[src/sv/integer_matrix_multiply_defines.svh]
// assertion macros for the integer matrix multiply block
`ifndef INTEGER_MATRIX_MULTIPLY_DEFINES_SVH
`define INTEGER_MATRIX_MULTIPLY_DEFINES_SVH

// same-cycle implication, checked on every rising edge out of reset
`define IMM_ASSERT_NOW(label, ante, cons, msg) \
  label: assert property (@(posedge clk) disable iff (!rst_n) (ante) |-> (cons)) \
    else $error(msg);

// next-cycle implication
`define IMM_ASSERT_NEXT(label, ante, cons, msg) \
  label: assert property (@(posedge clk) disable iff (!rst_n) (ante) |=> (cons)) \
    else $error(msg);

`endif

[src/sv/imm_pkg.sv]
// shared types and constants for the integer matrix multiply block
package imm_pkg;

  localparam int CMD_W       = 2;
  localparam int ROW_W       = 3;
  localparam int COL_W       = 3;
  localparam int VALUE_W     = 16;
  localparam int PROD_W      = 36;
  localparam int DIM_REG_W   = 4;
  localparam int CFG_IDX_W   = 2;

  localparam int IMM_MAX_DIM   = 8;
  localparam int IMM_ELEM_BITS = 16;

  localparam logic [DIM_REG_W-1:0] ROWS_A_RST    = 4'd3;
  localparam logic [DIM_REG_W-1:0] INNER_LEN_RST = 4'd3;
  localparam logic [DIM_REG_W-1:0] COLS_B_RST    = 4'd4;

  typedef enum logic [CMD_W-1:0] {
    CMD_LOAD_A  = 2'd0,
    CMD_LOAD_B  = 2'd1,
    CMD_COMPUTE = 2'd2
  } cmd_t;

  typedef enum logic [CFG_IDX_W-1:0] {
    REG_ROWS_A    = 2'd0,
    REG_INNER_LEN = 2'd1,
    REG_COLS_B    = 2'd2
  } cfg_idx_t;

  typedef enum logic [1:0] {
    ST_IDLE,
    ST_RUN,
    ST_WAIT,
    ST_OUT
  } state_t;

  // one issued multiply-accumulate step
  typedef struct packed {
    logic valid;
    logic first;
    logic last;
  } mac_issue_t;

endpackage

[src/sv/imm_in_if.sv]
// input channel: load and compute commands
interface imm_in_if;
  logic                                valid;
  logic                                ready;
  logic [imm_pkg::CMD_W-1:0]           command;
  logic [imm_pkg::ROW_W-1:0]           row;
  logic [imm_pkg::COL_W-1:0]           col;
  logic signed [imm_pkg::VALUE_W-1:0]  value;

  modport source (output valid, command, row, col, value, input ready);
  modport sink   (input valid, command, row, col, value, output ready);
endinterface

[src/sv/imm_out_if.sv]
// result channel: one entry of the product matrix per beat
interface imm_out_if;
  logic                                valid;
  logic                                ready;
  logic [imm_pkg::ROW_W-1:0]           out_row;
  logic [imm_pkg::COL_W-1:0]           out_col;
  logic signed [imm_pkg::PROD_W-1:0]   product;
  logic                                last;

  modport source (output valid, out_row, out_col, product, last, input ready);
  modport sink   (input valid, out_row, out_col, product, last, output ready);
endinterface

[src/sv/imm_ram.sv]
// single write port, single registered read port matrix store
module imm_ram #(
  parameter  int DEPTH  = imm_pkg::IMM_MAX_DIM * imm_pkg::IMM_MAX_DIM,
  parameter  int WIDTH  = imm_pkg::IMM_ELEM_BITS,
  localparam int ADDR_W = $clog2(DEPTH)
) (
  input  logic              clk,
  input  logic              we,
  input  logic [ADDR_W-1:0] waddr,
  input  logic [WIDTH-1:0]  wdata,
  input  logic [ADDR_W-1:0] raddr,
  output logic [WIDTH-1:0]  rdata
);

  logic [WIDTH-1:0] mem [DEPTH];
  logic [WIDTH-1:0] rdata_r;

  always_ff @(posedge clk) begin
    if (we) begin
      mem[waddr] <= wdata;
    end
    rdata_r <= mem[raddr];
  end

  assign rdata = rdata_r;

endmodule

[src/sv/imm_mac.sv]
// shared multiply-accumulate unit: registered multiply, then accumulate
module imm_mac #(
  parameter int ELEM_BITS = imm_pkg::IMM_ELEM_BITS
) (
  input  logic                              clk,
  input  logic                              rst_n,
  input  imm_pkg::mac_issue_t               issue,
  input  logic signed [ELEM_BITS-1:0]       a,
  input  logic signed [ELEM_BITS-1:0]       b,
  output logic signed [imm_pkg::PROD_W-1:0] acc,
  output logic                              done
);

  localparam int MUL_W = 2 * ELEM_BITS;

  imm_pkg::mac_issue_t          s1_r, s2_r;
  logic signed [MUL_W-1:0]      prod_r, prod_nxt;
  logic signed [imm_pkg::PROD_W-1:0] acc_r, acc_nxt;
  logic                         done_r;

  // ram data lines up with s1, product with s2
  always_ff @(posedge clk) begin
    if (!rst_n) begin
      s1_r   <= '0;
      s2_r   <= '0;
      done_r <= 1'b0;
    end else begin
      s1_r   <= issue;
      s2_r   <= s1_r;
      done_r <= s2_r.valid & s2_r.last;
    end
  end

  always_comb begin
    prod_nxt = a * b;
    acc_nxt  = acc_r;
    if (s2_r.valid) begin
      acc_nxt = s2_r.first ? imm_pkg::PROD_W'(prod_r)
                           : acc_r + imm_pkg::PROD_W'(prod_r);
    end
  end

  always_ff @(posedge clk) begin
    if (s1_r.valid) begin
      prod_r <= prod_nxt;
    end
    acc_r <= acc_nxt;
  end

  assign acc  = acc_r;
  assign done = done_r;

endmodule

[src/sv/imm_ctrl.sv]
// sequencer: walks i, j, k and steps the shared multiply-accumulate unit
module imm_ctrl #(
  parameter  int MAX_DIM = imm_pkg::IMM_MAX_DIM,
  localparam int IDX_W   = $clog2(MAX_DIM),
  localparam int DIM_W   = $clog2(MAX_DIM + 1),
  localparam int ADDR_W  = $clog2(MAX_DIM * MAX_DIM)
) (
  input  logic                      clk,
  input  logic                      rst_n,
  input  logic                      start,
  input  logic                      out_ready,
  input  logic                      done,
  input  logic [DIM_W-1:0]          n_dim,
  input  logic [DIM_W-1:0]          p_dim,
  input  logic [DIM_W-1:0]          m_dim,
  output logic                      in_ready,
  output logic                      out_valid,
  output logic [imm_pkg::ROW_W-1:0] out_row,
  output logic [imm_pkg::COL_W-1:0] out_col,
  output logic                      out_last,
  output logic [ADDR_W-1:0]         a_addr,
  output logic [ADDR_W-1:0]         b_addr,
  output imm_pkg::mac_issue_t       issue
);

  imm_pkg::state_t  state_r, state_nxt;
  logic [IDX_W-1:0] i_r, i_nxt, j_r, j_nxt, k_r, k_nxt;
  logic             k_last, i_last, j_last;

  assign k_last = DIM_W'(k_r) == p_dim - DIM_W'(1);
  assign i_last = DIM_W'(i_r) == n_dim - DIM_W'(1);
  assign j_last = DIM_W'(j_r) == m_dim - DIM_W'(1);

  assign a_addr = ADDR_W'(int'(i_r) * MAX_DIM + int'(k_r));
  assign b_addr = ADDR_W'(int'(k_r) * MAX_DIM + int'(j_r));

  always_ff @(posedge clk) begin
    if (!rst_n) begin
      state_r <= imm_pkg::ST_IDLE;
      i_r     <= '0;
      j_r     <= '0;
      k_r     <= '0;
    end else begin
      state_r <= state_nxt;
      i_r     <= i_nxt;
      j_r     <= j_nxt;
      k_r     <= k_nxt;
    end
  end

  always_comb begin
    state_nxt   = state_r;
    i_nxt       = i_r;
    j_nxt       = j_r;
    k_nxt       = k_r;
    issue       = '0;
    in_ready    = 1'b0;
    out_valid   = 1'b0;
    unique case (state_r)
      imm_pkg::ST_IDLE: begin
        in_ready = 1'b1;
        if (start) begin
          i_nxt     = '0;
          j_nxt     = '0;
          k_nxt     = '0;
          state_nxt = imm_pkg::ST_RUN;
        end
      end
      imm_pkg::ST_RUN: begin
        issue.valid = 1'b1;
        issue.first = k_r == '0;
        issue.last  = k_last;
        if (k_last) begin
          k_nxt     = '0;
          state_nxt = imm_pkg::ST_WAIT;
        end else begin
          k_nxt = k_r + IDX_W'(1);
        end
      end
      imm_pkg::ST_WAIT: begin
        if (done) begin
          state_nxt = imm_pkg::ST_OUT;
        end
      end
      imm_pkg::ST_OUT: begin
        out_valid = 1'b1;
        if (out_ready) begin
          priority if (i_last && j_last) begin
            state_nxt = imm_pkg::ST_IDLE;
          end else if (j_last) begin
            j_nxt     = '0;
            i_nxt     = i_r + IDX_W'(1);
            state_nxt = imm_pkg::ST_RUN;
          end else begin
            j_nxt     = j_r + IDX_W'(1);
            state_nxt = imm_pkg::ST_RUN;
          end
        end
      end
      default: state_nxt = imm_pkg::ST_IDLE;
    endcase
  end

  assign out_row  = imm_pkg::ROW_W'(i_r);
  assign out_col  = imm_pkg::COL_W'(j_r);
  assign out_last = i_last && j_last;

endmodule

[src/sv/integer_matrix_multiply.sv]
// integer matrix multiply top level: C = A * B over a shared multiply-accumulate unit
// a load beat is accepted back to back while the block is idle; it yields no result
// a compute beat runs n*m entries, each through ram read, multiply and
// accumulate, then a result beat that is held until out_ready accepts it
// the single multiplier and the one read port per store serve the entries in turn
// reset: dims go to 3, 3, 4; stores keep no reset and are undefined until written
`include "integer_matrix_multiply_defines.svh"

module integer_matrix_multiply #(
  parameter int MAX_DIM   = imm_pkg::IMM_MAX_DIM,
  parameter int ELEM_BITS = imm_pkg::IMM_ELEM_BITS
) (
  input  logic                          clk,
  input  logic                          rst_n,
  input  logic                          cfg_valid,
  output logic                          cfg_ready,
  input  logic [imm_pkg::CFG_IDX_W-1:0] cfg_index,
  input  logic [imm_pkg::DIM_REG_W-1:0] cfg_data,
  imm_in_if.sink                        in_ch,
  imm_out_if.source                     out_ch
);

  localparam int IDX_W  = $clog2(MAX_DIM);
  localparam int DIM_W  = $clog2(MAX_DIM + 1);
  localparam int DEPTH  = MAX_DIM * MAX_DIM;
  localparam int ADDR_W = $clog2(DEPTH);

  // configuration registers, kept at their written bits
  logic [imm_pkg::DIM_REG_W-1:0] rows_a_r, inner_len_r, cols_b_r;
  logic [DIM_W-1:0]              n_dim, p_dim, m_dim;

  // load path
  logic                    in_beat, load_ok, we_a, we_b, start;
  logic [ADDR_W-1:0]       waddr;
  logic [ELEM_BITS-1:0]    wdata;

  // read path into the shared unit
  logic [ADDR_W-1:0]       a_addr, b_addr;
  logic [ELEM_BITS-1:0]    a_data, b_data;
  imm_pkg::mac_issue_t     issue;
  logic signed [imm_pkg::PROD_W-1:0] acc;
  logic                    done;

  // zero counts as one, anything past the store size as the store size
  function automatic logic [DIM_W-1:0] clamp_dim(input logic [imm_pkg::DIM_REG_W-1:0] r);
    logic [DIM_W-1:0] d;
    if (r == '0) begin
      d = DIM_W'(1);
    end else if (int'(r) > MAX_DIM) begin
      d = DIM_W'(MAX_DIM);
    end else begin
      d = DIM_W'(r);
    end
    return d;
  endfunction

  // config writes are always accepted
  assign cfg_ready = 1'b1;

  always_ff @(posedge clk) begin
    if (!rst_n) begin
      rows_a_r    <= imm_pkg::ROWS_A_RST;
      inner_len_r <= imm_pkg::INNER_LEN_RST;
      cols_b_r    <= imm_pkg::COLS_B_RST;
    end else if (cfg_valid) begin
      unique case (cfg_index)
        imm_pkg::REG_ROWS_A:    rows_a_r    <= cfg_data;
        imm_pkg::REG_INNER_LEN: inner_len_r <= cfg_data;
        imm_pkg::REG_COLS_B:    cols_b_r    <= cfg_data;
        default: ;  // index past the list does nothing
      endcase
    end
  end

  assign n_dim = clamp_dim(rows_a_r);
  assign p_dim = clamp_dim(inner_len_r);
  assign m_dim = clamp_dim(cols_b_r);

  // decode of the input beat; loads outside the store are dropped
  assign in_beat = in_ch.valid && in_ch.ready;
  assign load_ok = (int'(in_ch.row) < MAX_DIM) && (int'(in_ch.col) < MAX_DIM);
  assign we_a    = in_beat && load_ok && (in_ch.command == imm_pkg::CMD_LOAD_A);
  assign we_b    = in_beat && load_ok && (in_ch.command == imm_pkg::CMD_LOAD_B);
  assign start   = in_beat && (in_ch.command == imm_pkg::CMD_COMPUTE);
  assign waddr   = ADDR_W'(int'(in_ch.row[IDX_W-1:0]) * MAX_DIM
                         + int'(in_ch.col[IDX_W-1:0]));
  // narrow elements keep the low bits, wide ones sign extend
  assign wdata   = ELEM_BITS'(in_ch.value);

  imm_ram #(
    .DEPTH (DEPTH),
    .WIDTH (ELEM_BITS)
  ) u_store_a (
    .clk   (clk),
    .we    (we_a),
    .waddr (waddr),
    .wdata (wdata),
    .raddr (a_addr),
    .rdata (a_data)
  );

  imm_ram #(
    .DEPTH (DEPTH),
    .WIDTH (ELEM_BITS)
  ) u_store_b (
    .clk   (clk),
    .we    (we_b),
    .waddr (waddr),
    .wdata (wdata),
    .raddr (b_addr),
    .rdata (b_data)
  );

  imm_mac #(
    .ELEM_BITS (ELEM_BITS)
  ) u_mac (
    .clk   (clk),
    .rst_n (rst_n),
    .issue (issue),
    .a     (signed'(a_data)),
    .b     (signed'(b_data)),
    .acc   (acc),
    .done  (done)
  );

  // sequencer owns the handshakes; result payload comes straight off registers
  imm_ctrl #(
    .MAX_DIM (MAX_DIM)
  ) u_ctrl (
    .clk       (clk),
    .rst_n     (rst_n),
    .start     (start),
    .out_ready (out_ch.ready),
    .done      (done),
    .n_dim     (n_dim),
    .p_dim     (p_dim),
    .m_dim     (m_dim),
    .in_ready  (in_ch.ready),
    .out_valid (out_ch.valid),
    .out_row   (out_ch.out_row),
    .out_col   (out_ch.out_col),
    .out_last  (out_ch.last),
    .a_addr    (a_addr),
    .b_addr    (b_addr),
    .issue     (issue)
  );

  // accumulator holds the finished sum for the whole result beat
  assign out_ch.product = acc;

  // no new command while a result beat is offered
  `IMM_ASSERT_NOW(a_ready_excl, in_ch.ready, !out_ch.valid, "input ready during result beat")
  // a compute beat closes the input side
  `IMM_ASSERT_NEXT(a_start_busy, start, !in_ch.ready, "ready after compute beat")
  // the final result beat frees the block
  `IMM_ASSERT_NEXT(a_last_idle, out_ch.valid && out_ch.ready && out_ch.last, in_ch.ready,
                   "not ready after final result beat")
  // result coordinates stay inside the configured matrix
  `IMM_ASSERT_NOW(a_coord, out_ch.valid,
                  (int'(out_ch.out_row) < int'(n_dim)) && (int'(out_ch.out_col) < int'(m_dim)),
                  "result coordinate outside matrix")

endmodule
[src/flat_wrapper.sv]
// flat-port wrapper written by rule: the top's interface ports become plain ports
module integer_matrix_multiply_flat 
#(
  parameter int MAX_DIM   = imm_pkg::IMM_MAX_DIM,
  parameter int ELEM_BITS = imm_pkg::IMM_ELEM_BITS
)
  (clk, rst_n, cfg_valid, cfg_ready, cfg_index, cfg_data, in_ch_valid, in_ch_command, in_ch_row, in_ch_col, in_ch_value, in_ch_ready, out_ch_valid, out_ch_out_row, out_ch_out_col, out_ch_product, out_ch_last, out_ch_ready);
  imm_in_if in_ch_i ();
  imm_out_if out_ch_i ();
  input  logic clk;
  input  logic rst_n;
  input  logic cfg_valid;
  output logic cfg_ready;
  input  logic [imm_pkg::CFG_IDX_W-1:0] cfg_index;
  input  logic [imm_pkg::DIM_REG_W-1:0] cfg_data;
  input wire logic [$bits(in_ch_i.valid)-1:0] in_ch_valid;
  input wire logic [$bits(in_ch_i.command)-1:0] in_ch_command;
  input wire logic [$bits(in_ch_i.row)-1:0] in_ch_row;
  input wire logic [$bits(in_ch_i.col)-1:0] in_ch_col;
  input wire logic [$bits(in_ch_i.value)-1:0] in_ch_value;
  output wire logic [$bits(in_ch_i.ready)-1:0] in_ch_ready;
  output wire logic [$bits(out_ch_i.valid)-1:0] out_ch_valid;
  output wire logic [$bits(out_ch_i.out_row)-1:0] out_ch_out_row;
  output wire logic [$bits(out_ch_i.out_col)-1:0] out_ch_out_col;
  output wire logic [$bits(out_ch_i.product)-1:0] out_ch_product;
  output wire logic [$bits(out_ch_i.last)-1:0] out_ch_last;
  input wire logic [$bits(out_ch_i.ready)-1:0] out_ch_ready;
  assign in_ch_i.valid = in_ch_valid;
  assign in_ch_i.command = in_ch_command;
  assign in_ch_i.row = in_ch_row;
  assign in_ch_i.col = in_ch_col;
  assign in_ch_i.value = in_ch_value;
  assign in_ch_ready = in_ch_i.ready;
  assign out_ch_valid = out_ch_i.valid;
  assign out_ch_out_row = out_ch_i.out_row;
  assign out_ch_out_col = out_ch_i.out_col;
  assign out_ch_product = out_ch_i.product;
  assign out_ch_last = out_ch_i.last;
  assign out_ch_i.ready = out_ch_ready;
  integer_matrix_multiply #(.MAX_DIM(MAX_DIM), .ELEM_BITS(ELEM_BITS)) u_core (.clk(clk), .rst_n(rst_n), .cfg_valid(cfg_valid), .cfg_ready(cfg_ready), .cfg_index(cfg_index), .cfg_data(cfg_data), .in_ch(in_ch_i), .out_ch(out_ch_i));
endmodule
[config.mk]
export PLATFORM = sky130hd
export DESIGN_NAME = integer_matrix_multiply_flat
export DESIGN_NICKNAME = d
export VERILOG_FILES = /design/src/sv/imm_pkg.sv /design/src/sv/imm_in_if.sv /design/src/sv/imm_out_if.sv /design/src/sv/imm_ram.sv /design/src/sv/imm_mac.sv /design/src/sv/imm_ctrl.sv /design/src/sv/integer_matrix_multiply.sv /design/src/flat_wrapper.sv
export VERILOG_INCLUDE_DIRS = /design/src /design/src/sv
export SDC_FILE = /design/constraint.sdc
export NUM_CORES = 2
export LEC_CHECK = 0
export BUFFER_PORTS_ARGS = -buffer_cell sky130_fd_sc_hd__buf_2
export CAP_MARGIN = 25
export CORE_AREA = 2 2 556 392
export DETAILED_ROUTE_END_ITERATION = 16
export DIE_AREA = 0 0 558 394
export GPL_ROUTABILITY_DRIVEN = 0
export MAX_ROUTING_LAYER = met4
export SETUP_SLACK_MARGIN = 0.1
export SLEW_MARGIN = 20
export SYNTH_ARGS = -nofsm -noshare
export SYNTH_HDL_FRONTEND = slang
export SYNTH_HIERARCHICAL = 1
export SYNTH_SLANG_ARGS = --single-unit
[constraint.sdc]
create_clock -name clk -period 12.88 [get_ports clk]
set_clock_uncertainty 0.15 [all_clocks]
set_input_delay 2.576 -clock clk [delete_from_list [all_inputs] [get_ports clk]]
set_output_delay 2.576 -clock clk [all_outputs]
set_load 0.05 [all_outputs]
* After elaboration in Yosys (flattened, before gate mapping)
Memory sizes are Yosys's and may differ from the RTL's. A register that Yosys moved wholly into a read port is not among the register bits.
Index checks and enable logic that the tools add are counted.
** Operators by class
- Add/subtract/negate cells :: 10
- Multiply operators :: 1
- $lt $le $gt $ge :: 3
- Eq/ne operators :: 16
- Mux-type cells :: 31
- Bitwise operators :: 1
- Reduce and logical (&&, ||, !) cells :: 22
** Operator list (number)
- adder 36 x 32 -> 36 bit :: 1
- two-way mux 36 bit :: 1
- multiplier 16 x 16 -> 32 bit :: 1
- two-way mux 3 bit :: 9
- two-way mux 4 bit :: 6
- adder 6 x 3 -> 6 bit :: 3
- case mux 3 bit (2 select lines) :: 3
- == test 3 x 4 -> 1 bit :: 3
- > comparator 4 bit (second input constant) :: 3
- zero test 4 bit :: 3
- subtractor 4 x 1 -> 4 bit (second input constant) :: 3
- AND reduction 2 bit :: 5
- adder 3 x 1 -> 3 bit (second input constant) :: 3
- == test 2 bit (second input constant) :: 4
- two-way mux 2 bit :: 4
- inequality test 2 bit (second input constant) :: 4
- case mux 2 bit (4 select lines) :: 1
- AND reduction 4 bit :: 2
- two-way mux 1 bit :: 7
- == test 2 x 1 -> 1 bit (second input constant) :: 3
- zero test 2 bit :: 3
- logical AND 1 bit :: 5
- AND reduction 5 bit :: 1
- inequality test 2 x 1 -> 1 bit (second input constant) :: 2
- 3 further kinds :: 4
** Word-level totals
- Flip-flop bits (word level) :: 98
- Bits in writable memories :: 2048
- Bits of input ports :: 35
- Output and inout port bits :: 46
- Logic and storage cells :: 102
- Memories :: 2
** Memories
- u_core.u_store_a.mem :: words 64, bits a word 16, rd ports 1, clocked after Yosys merged registers in 1, wr ports 1, RTL line imm_ram.sv:15 : logic [WIDTH-1:0] mem [DEPTH];
- u_core.u_store_b.mem :: words 64, bits a word 16, rd ports 1, clocked after Yosys merged registers in 1, wr ports 1, RTL line imm_ram.sv:15

* Depth between registers and ports, before layout
- Depth after elaboration :: 9
- Mapped depth :: 26

* Cells and area by module
Netlist, hierarchy kept.
** By module, submodules not included
- imm_ram :: instances 2, cells each 1829, area each 40042.2 µm², seq. area each 31069.8 µm²
- imm_mac :: instances 1, cells each 1514, area each 14264.9 µm², seq. area each 2182.1 µm²
- imm_ctrl :: instances 1, cells each 117, area each 1044.8 µm², seq. area each 220.2 µm²
- integer_matrix_multiply :: instances 1, cells each 70, area each 621.8 µm², seq. area each 240.2 µm²

* Worst setup path before layout
No wires, ideal clock.
- Path type :: reg2reg
- Start point :: register u_core.u_store_a.rdata_r[15], in the netlist u_core/u_store_a/rdata[15] (read register of u_core.u_store_a.mem)
- End point :: register u_core.u_mac.prod_r[31], data pin
- Library setup time :: 0.265 ns
- Data arrival time :: 6.289 ns
- Path slack :: 6.176 ns
- Stages on the path, launching flop included :: 22
- Cell sequence :: dfxtp_1 > clkbuf_1 > nand2_1 > inv_1 > fa_1 > fa_1 > inv_1 > fa_1 > fa_1 > fa_1 > fa_1 > inv_1 > ha_1 > a21o_1 > a21o_1 > a21oi_1 > nand2b_1 > a2111o_1 > a31oi_1 > nor2_1 > a311oi_1 > xnor2_1
** Between the ends
- Word-level cells in the longest chain between the ends :: 1
** Ends and longest elaborated chain
- start: declaration :: RTL line imm_ram.sv:16 : logic [WIDTH-1:0] rdata_r;
- multiplier 16 x 16 -> 32 bit :: RTL line imm_mac.sv:35 : prod_nxt = a * b;
- named net u_core.u_mac.prod_nxt[31] :: RTL line imm_mac.sv:17 : logic signed [MUL_W-1:0] prod_r, prod_nxt;
- end signal: assignment :: RTL line imm_mac.sv:45 : prod_r <= prod_nxt;
- end: declaration :: RTL line imm_mac.sv:17
The timed path passes the listed nets, and every way through them passes these cells.
A chain may end at the register's enable or synchronous reset.

* Worst setup path after layout
- Start point :: register u_core.u_store_b.rdata_r[1], in the netlist u_core/u_store_b/rdata[1] (read register of u_core.u_store_b.mem)
- End point :: register u_core.u_mac.prod_r[31], data pin
** Between the ends
- Word-level cells in the longest chain between the ends :: 1
** Ends and longest elaborated chain (RTL line)
- start: declaration :: imm_ram.sv:16
- multiplier 16 x 16 -> 32 bit :: imm_mac.sv:35
- named net u_core.u_mac.prod_nxt[31] :: imm_mac.sv:17
The timed path passes the listed nets, and every way through them passes these cells.

==> flow_summary.toml <==
[finish]
syn2layout_area_growth_pct = 11.0
num-nets-final = 5993
final_cells = 8637
final_common_cell = "edfxtp_1"
drive_gt1_share_pct = 19.1
final_cell_mix = "edfxtp_1 (2116), mux4_2 (440), inv_1 (349)"

[logic_synthesis]
ys.flop_type = "edfxtp_1"
yosys_warnings = 6
ys_seq_elements = 2178
syn_avg_cell_area_um2 = 17.9
synthCells = 5359
synthArstFlopShare_pct = 0
synth_edf_count = 2116
ys_seq_area_share_pct = 67.5
netlist_area_um2 = 96000
syn-num-nets = 5785
ys_types = 88

[global_route]
grt_pass1_wl_um = 348000
grt_pass1_vias = 49592
grtUsageTotal_pct = 22.3
grt_max_degree = 113
antenna_found_initial = 13
gr-total-overflow = 0

[setup_path]
cp_slowest_cell = "fa_1"
critical_path.endpoint = "u_core/u_mac/prod_r[31]"
path_class = "flop to flop"
max_stage_delay_ns = 0.79
crit_top_cell = "fa_1"
rr_startpoint = "u_core/u_store_b/rdata[1]"
cp.required_ns = 13.27
rr_endpoint = "u_core/u_mac/prod_r[31]"
startpoint = "u_core/u_store_b/rdata[1]"
cp.buffers_inverters = 3
cp_max_fo = 16
path_cells = "nand2_1 > inv_1 > fa_1 > fa_1 > inv_1 > fa_1 > fa_1 > fa_1 > fa_1 > inv_1 > ha_1 > a21o_1 > a21o_1 > a21oi_1 > nand2b_1 > a2111o_1 > a31oi_1 > nor2_1 > a311oi_1 > xnor2_1"
r2r_slack_ns = 5.41
cp-end-kind = "flop"
cp_top_family = "adder cells"
crit_cells = 20
ff2ff_path_depth = 20
cp-start-kind = "flop"
crit_arrival_ns = 7.86

[floorplan]
die_h_um = 394
row_count = 143
dieArea_um2 = 220000
coreArea_um2 = 215000
pin_count = 81
floorplan.initialDensity_pct = 44.6
die_x_um = 558

[drt]
drcViolationCount = 0
wl_per_cell_um = 27.5
first_pass_iters = 5
dr_wl_met2_um = 107000
wl_met1_um = 107000
vias_per_cell = 5.76
routed-wl-met3_um = 18900
initialDrtViolationCount = 5174
vias = 49751
highest_layer = "met4"
antenna_left = 0
routed_wl_um = 238000

[cts]
root_buffer = "clkbuf_16"
numCtsBuffers = 212
cts.clk_slew.worst_paths_ns = 0.07
ctsHtreeMaxLevel = 4
insertion_delay_ns = 0.88
ctsHoldBuffers = 0
clock_sink_count = 2178
cts_resized = 0
clockBufferDepth = 4
tritoncts = "done"
post_cts_buffers = 0

[sta]
setup-violations-final = 0
slew_headroom_pct = 21.5
rsz0062_at_grt = "no"
fin_crit_sh_pct = 58.0
fmax_mhz = 134
min_period_ns = 7.47
tns_ns = 0
finalHoldViolations = 0
slew_violations = 0
tightest_slew_ns = 1.17

[run]
maxCapViolations = 0

[hold_path]
hp-class = "flop to flop"

[placement]
dp_hpwl_um = 146000
dp.cells = 8245
portBuffers = 79

[outcome]
status = "completed"
worst register-to-register path, stage by stage, from the launching register on:
cell and delay (ns):
dfxtp_1 0.77, nand2_1 0.21, inv_1 0.17, fa_1 0.58
fa_1 0.79, inv_1 0.18, fa_1 0.51, fa_1 0.57
fa_1 0.44, fa_1 0.50, inv_1 0.04, ha_1 0.34
a21o_1 0.21, a21o_1 0.17, a21oi_1 0.27, nand2b_1 0.13
a2111o_1 0.37, a31oi_1 0.26, nor2_1 0.11, a311oi_1 0.32
xnor2_1 0.11
synthesized netlist by cell type (23+ instances only):
master	instances	share of area [%]
a211oi_1	25	0.20
a21o_1	29	0.23
a21oi_1	86	0.45
a221oi_1	32	0.29
a22oi_1	79	0.62
a31oi_1	23	0.15
and2_1	130	0.85
buf_2	74	0.39
buf_4	36	0.28
buf_6	34	0.40
clkbuf_1	98	0.38
dfxtp_1	62	1.3
edfxtp_1	2116	66
fa_1	263	5.5
ha_1	128	1.7
inv_1	349	1.4
mux2_2	57	0.67
mux2i_1	187	1.9
mux4_2	440	10
nand2_1	306	1.2
nand2b_1	29	0.19
nand3_1	60	0.31
nand4_1	33	0.22
nor2_1	192	0.75
nor2b_1	79	0.51
o21ai_0	62	0.32
xnor2_1	51	0.47
sequential cells by signal (all words and copies together), names as in the netlist:
| signal | count |
|---|---|
| u_core/u_ctrl/k_r | 3 |
| u_core/u_store_a/mem | 1024 |
| u_core/u_ctrl/out_col | 3 |
| u_core/u_mac/acc | 36 |
| u_core/inner_len_r | 4 |
| u_core/u_store_b/mem | 1024 |
| u_core/u_mac/done | 1 |
| u_core/u_mac/s2_r | 3 |
| u_core/u_store_a/rdata | 16 |
| u_core/u_ctrl/state_r | 2 |
| u_core/u_mac/prod_r | 32 |
| u_core/u_mac/s1_r | 3 |
| u_core/rows_a_r | 4 |
| u_core/u_store_b/rdata | 16 |
| u_core/cols_b_r | 4 |
| u_core/u_ctrl/out_row | 3 |
final cells by class:
cell class                      count  area (um2)
Antenna cell                        8        20.0
Clock buffer                      272        5600
Clock inverter                    104         932
Fill cell                       17608      109000
Inverter                          350        1310
Multi-Input combinational cell   2560       28300
Sequential cell                  2178       64800
Tap cell                         2900        3630
Timing Repair Buffer              265        1990
routing by layer:
| metal | GRT usage [%] | vias up |
|---|---|---|
| met2 | 32.1 | 1796 |
| met1 | 33.0 | 26485 |
| met5 | - | - |
| met3 | 4.45 | 333 |
| li1 | - | 21137 |
| met4 | 4.66 | 0 |
cell families (layout without fill, tap and decap cells):
| group | count (synthesis) | after routing | share of synthesized area, % |
|---|---|---|---|
| flip-flops | 2178 | 2178 | 67.5 |
| other | 1 | 9 | 0.00391 |
| AND/OR/NAND/NOR | 926 | 926 | 4.81 |
| buffers and inverters | 621 | 991 | 3.18 |
| XOR/XNOR | 74 | 74 | 0.719 |
| multiplexers | 693 | 693 | 13.2 |
| AO/OA/AOI/OAI | 475 | 475 | 3.49 |
| adder cells (fa/ha/maj) | 391 | 391 | 7.15 |
metrics by stage:
step	cell area, um2	hold slack (ns)	util (%)	worst slack, ns
5_1_grt	107000	0.311	49.5	5.12
3_5_place_dp	99900	0.268	46.4	5.50
4_1_cts	106000	0.287	49.4	5.47
3_3_place_gp	99800	0.265	46.4	5.60
6_report	107000	0.283	49.5	5.41
2_1_floorplan	96000	0.262	-	6.18
worst min path at each step:
stage          cells past startpoint                 start  slack [ns]              endpoint
2_1_floorplan                      1  u_core/u_mac/s1_r[0]        0.26  u_core/u_mac/s2_r[0]
3_3_place_gp                       1  u_core/u_mac/s1_r[1]        0.26  u_core/u_mac/s2_r[1]
3_5_place_dp                       1  u_core/u_mac/s1_r[1]        0.27  u_core/u_mac/s2_r[1]
4_1_cts                            1  u_core/u_mac/s1_r[0]        0.29  u_core/u_mac/s2_r[0]
5_1_grt                            1  u_core/u_mac/s1_r[0]        0.31  u_core/u_mac/s2_r[0]
6_report                           1  u_core/u_mac/s1_r[0]        0.28  u_core/u_mac/s2_r[0]
Power is not shown: default switching activity piles up to over one toggle a cycle in this logic, so the estimate is an artifact.
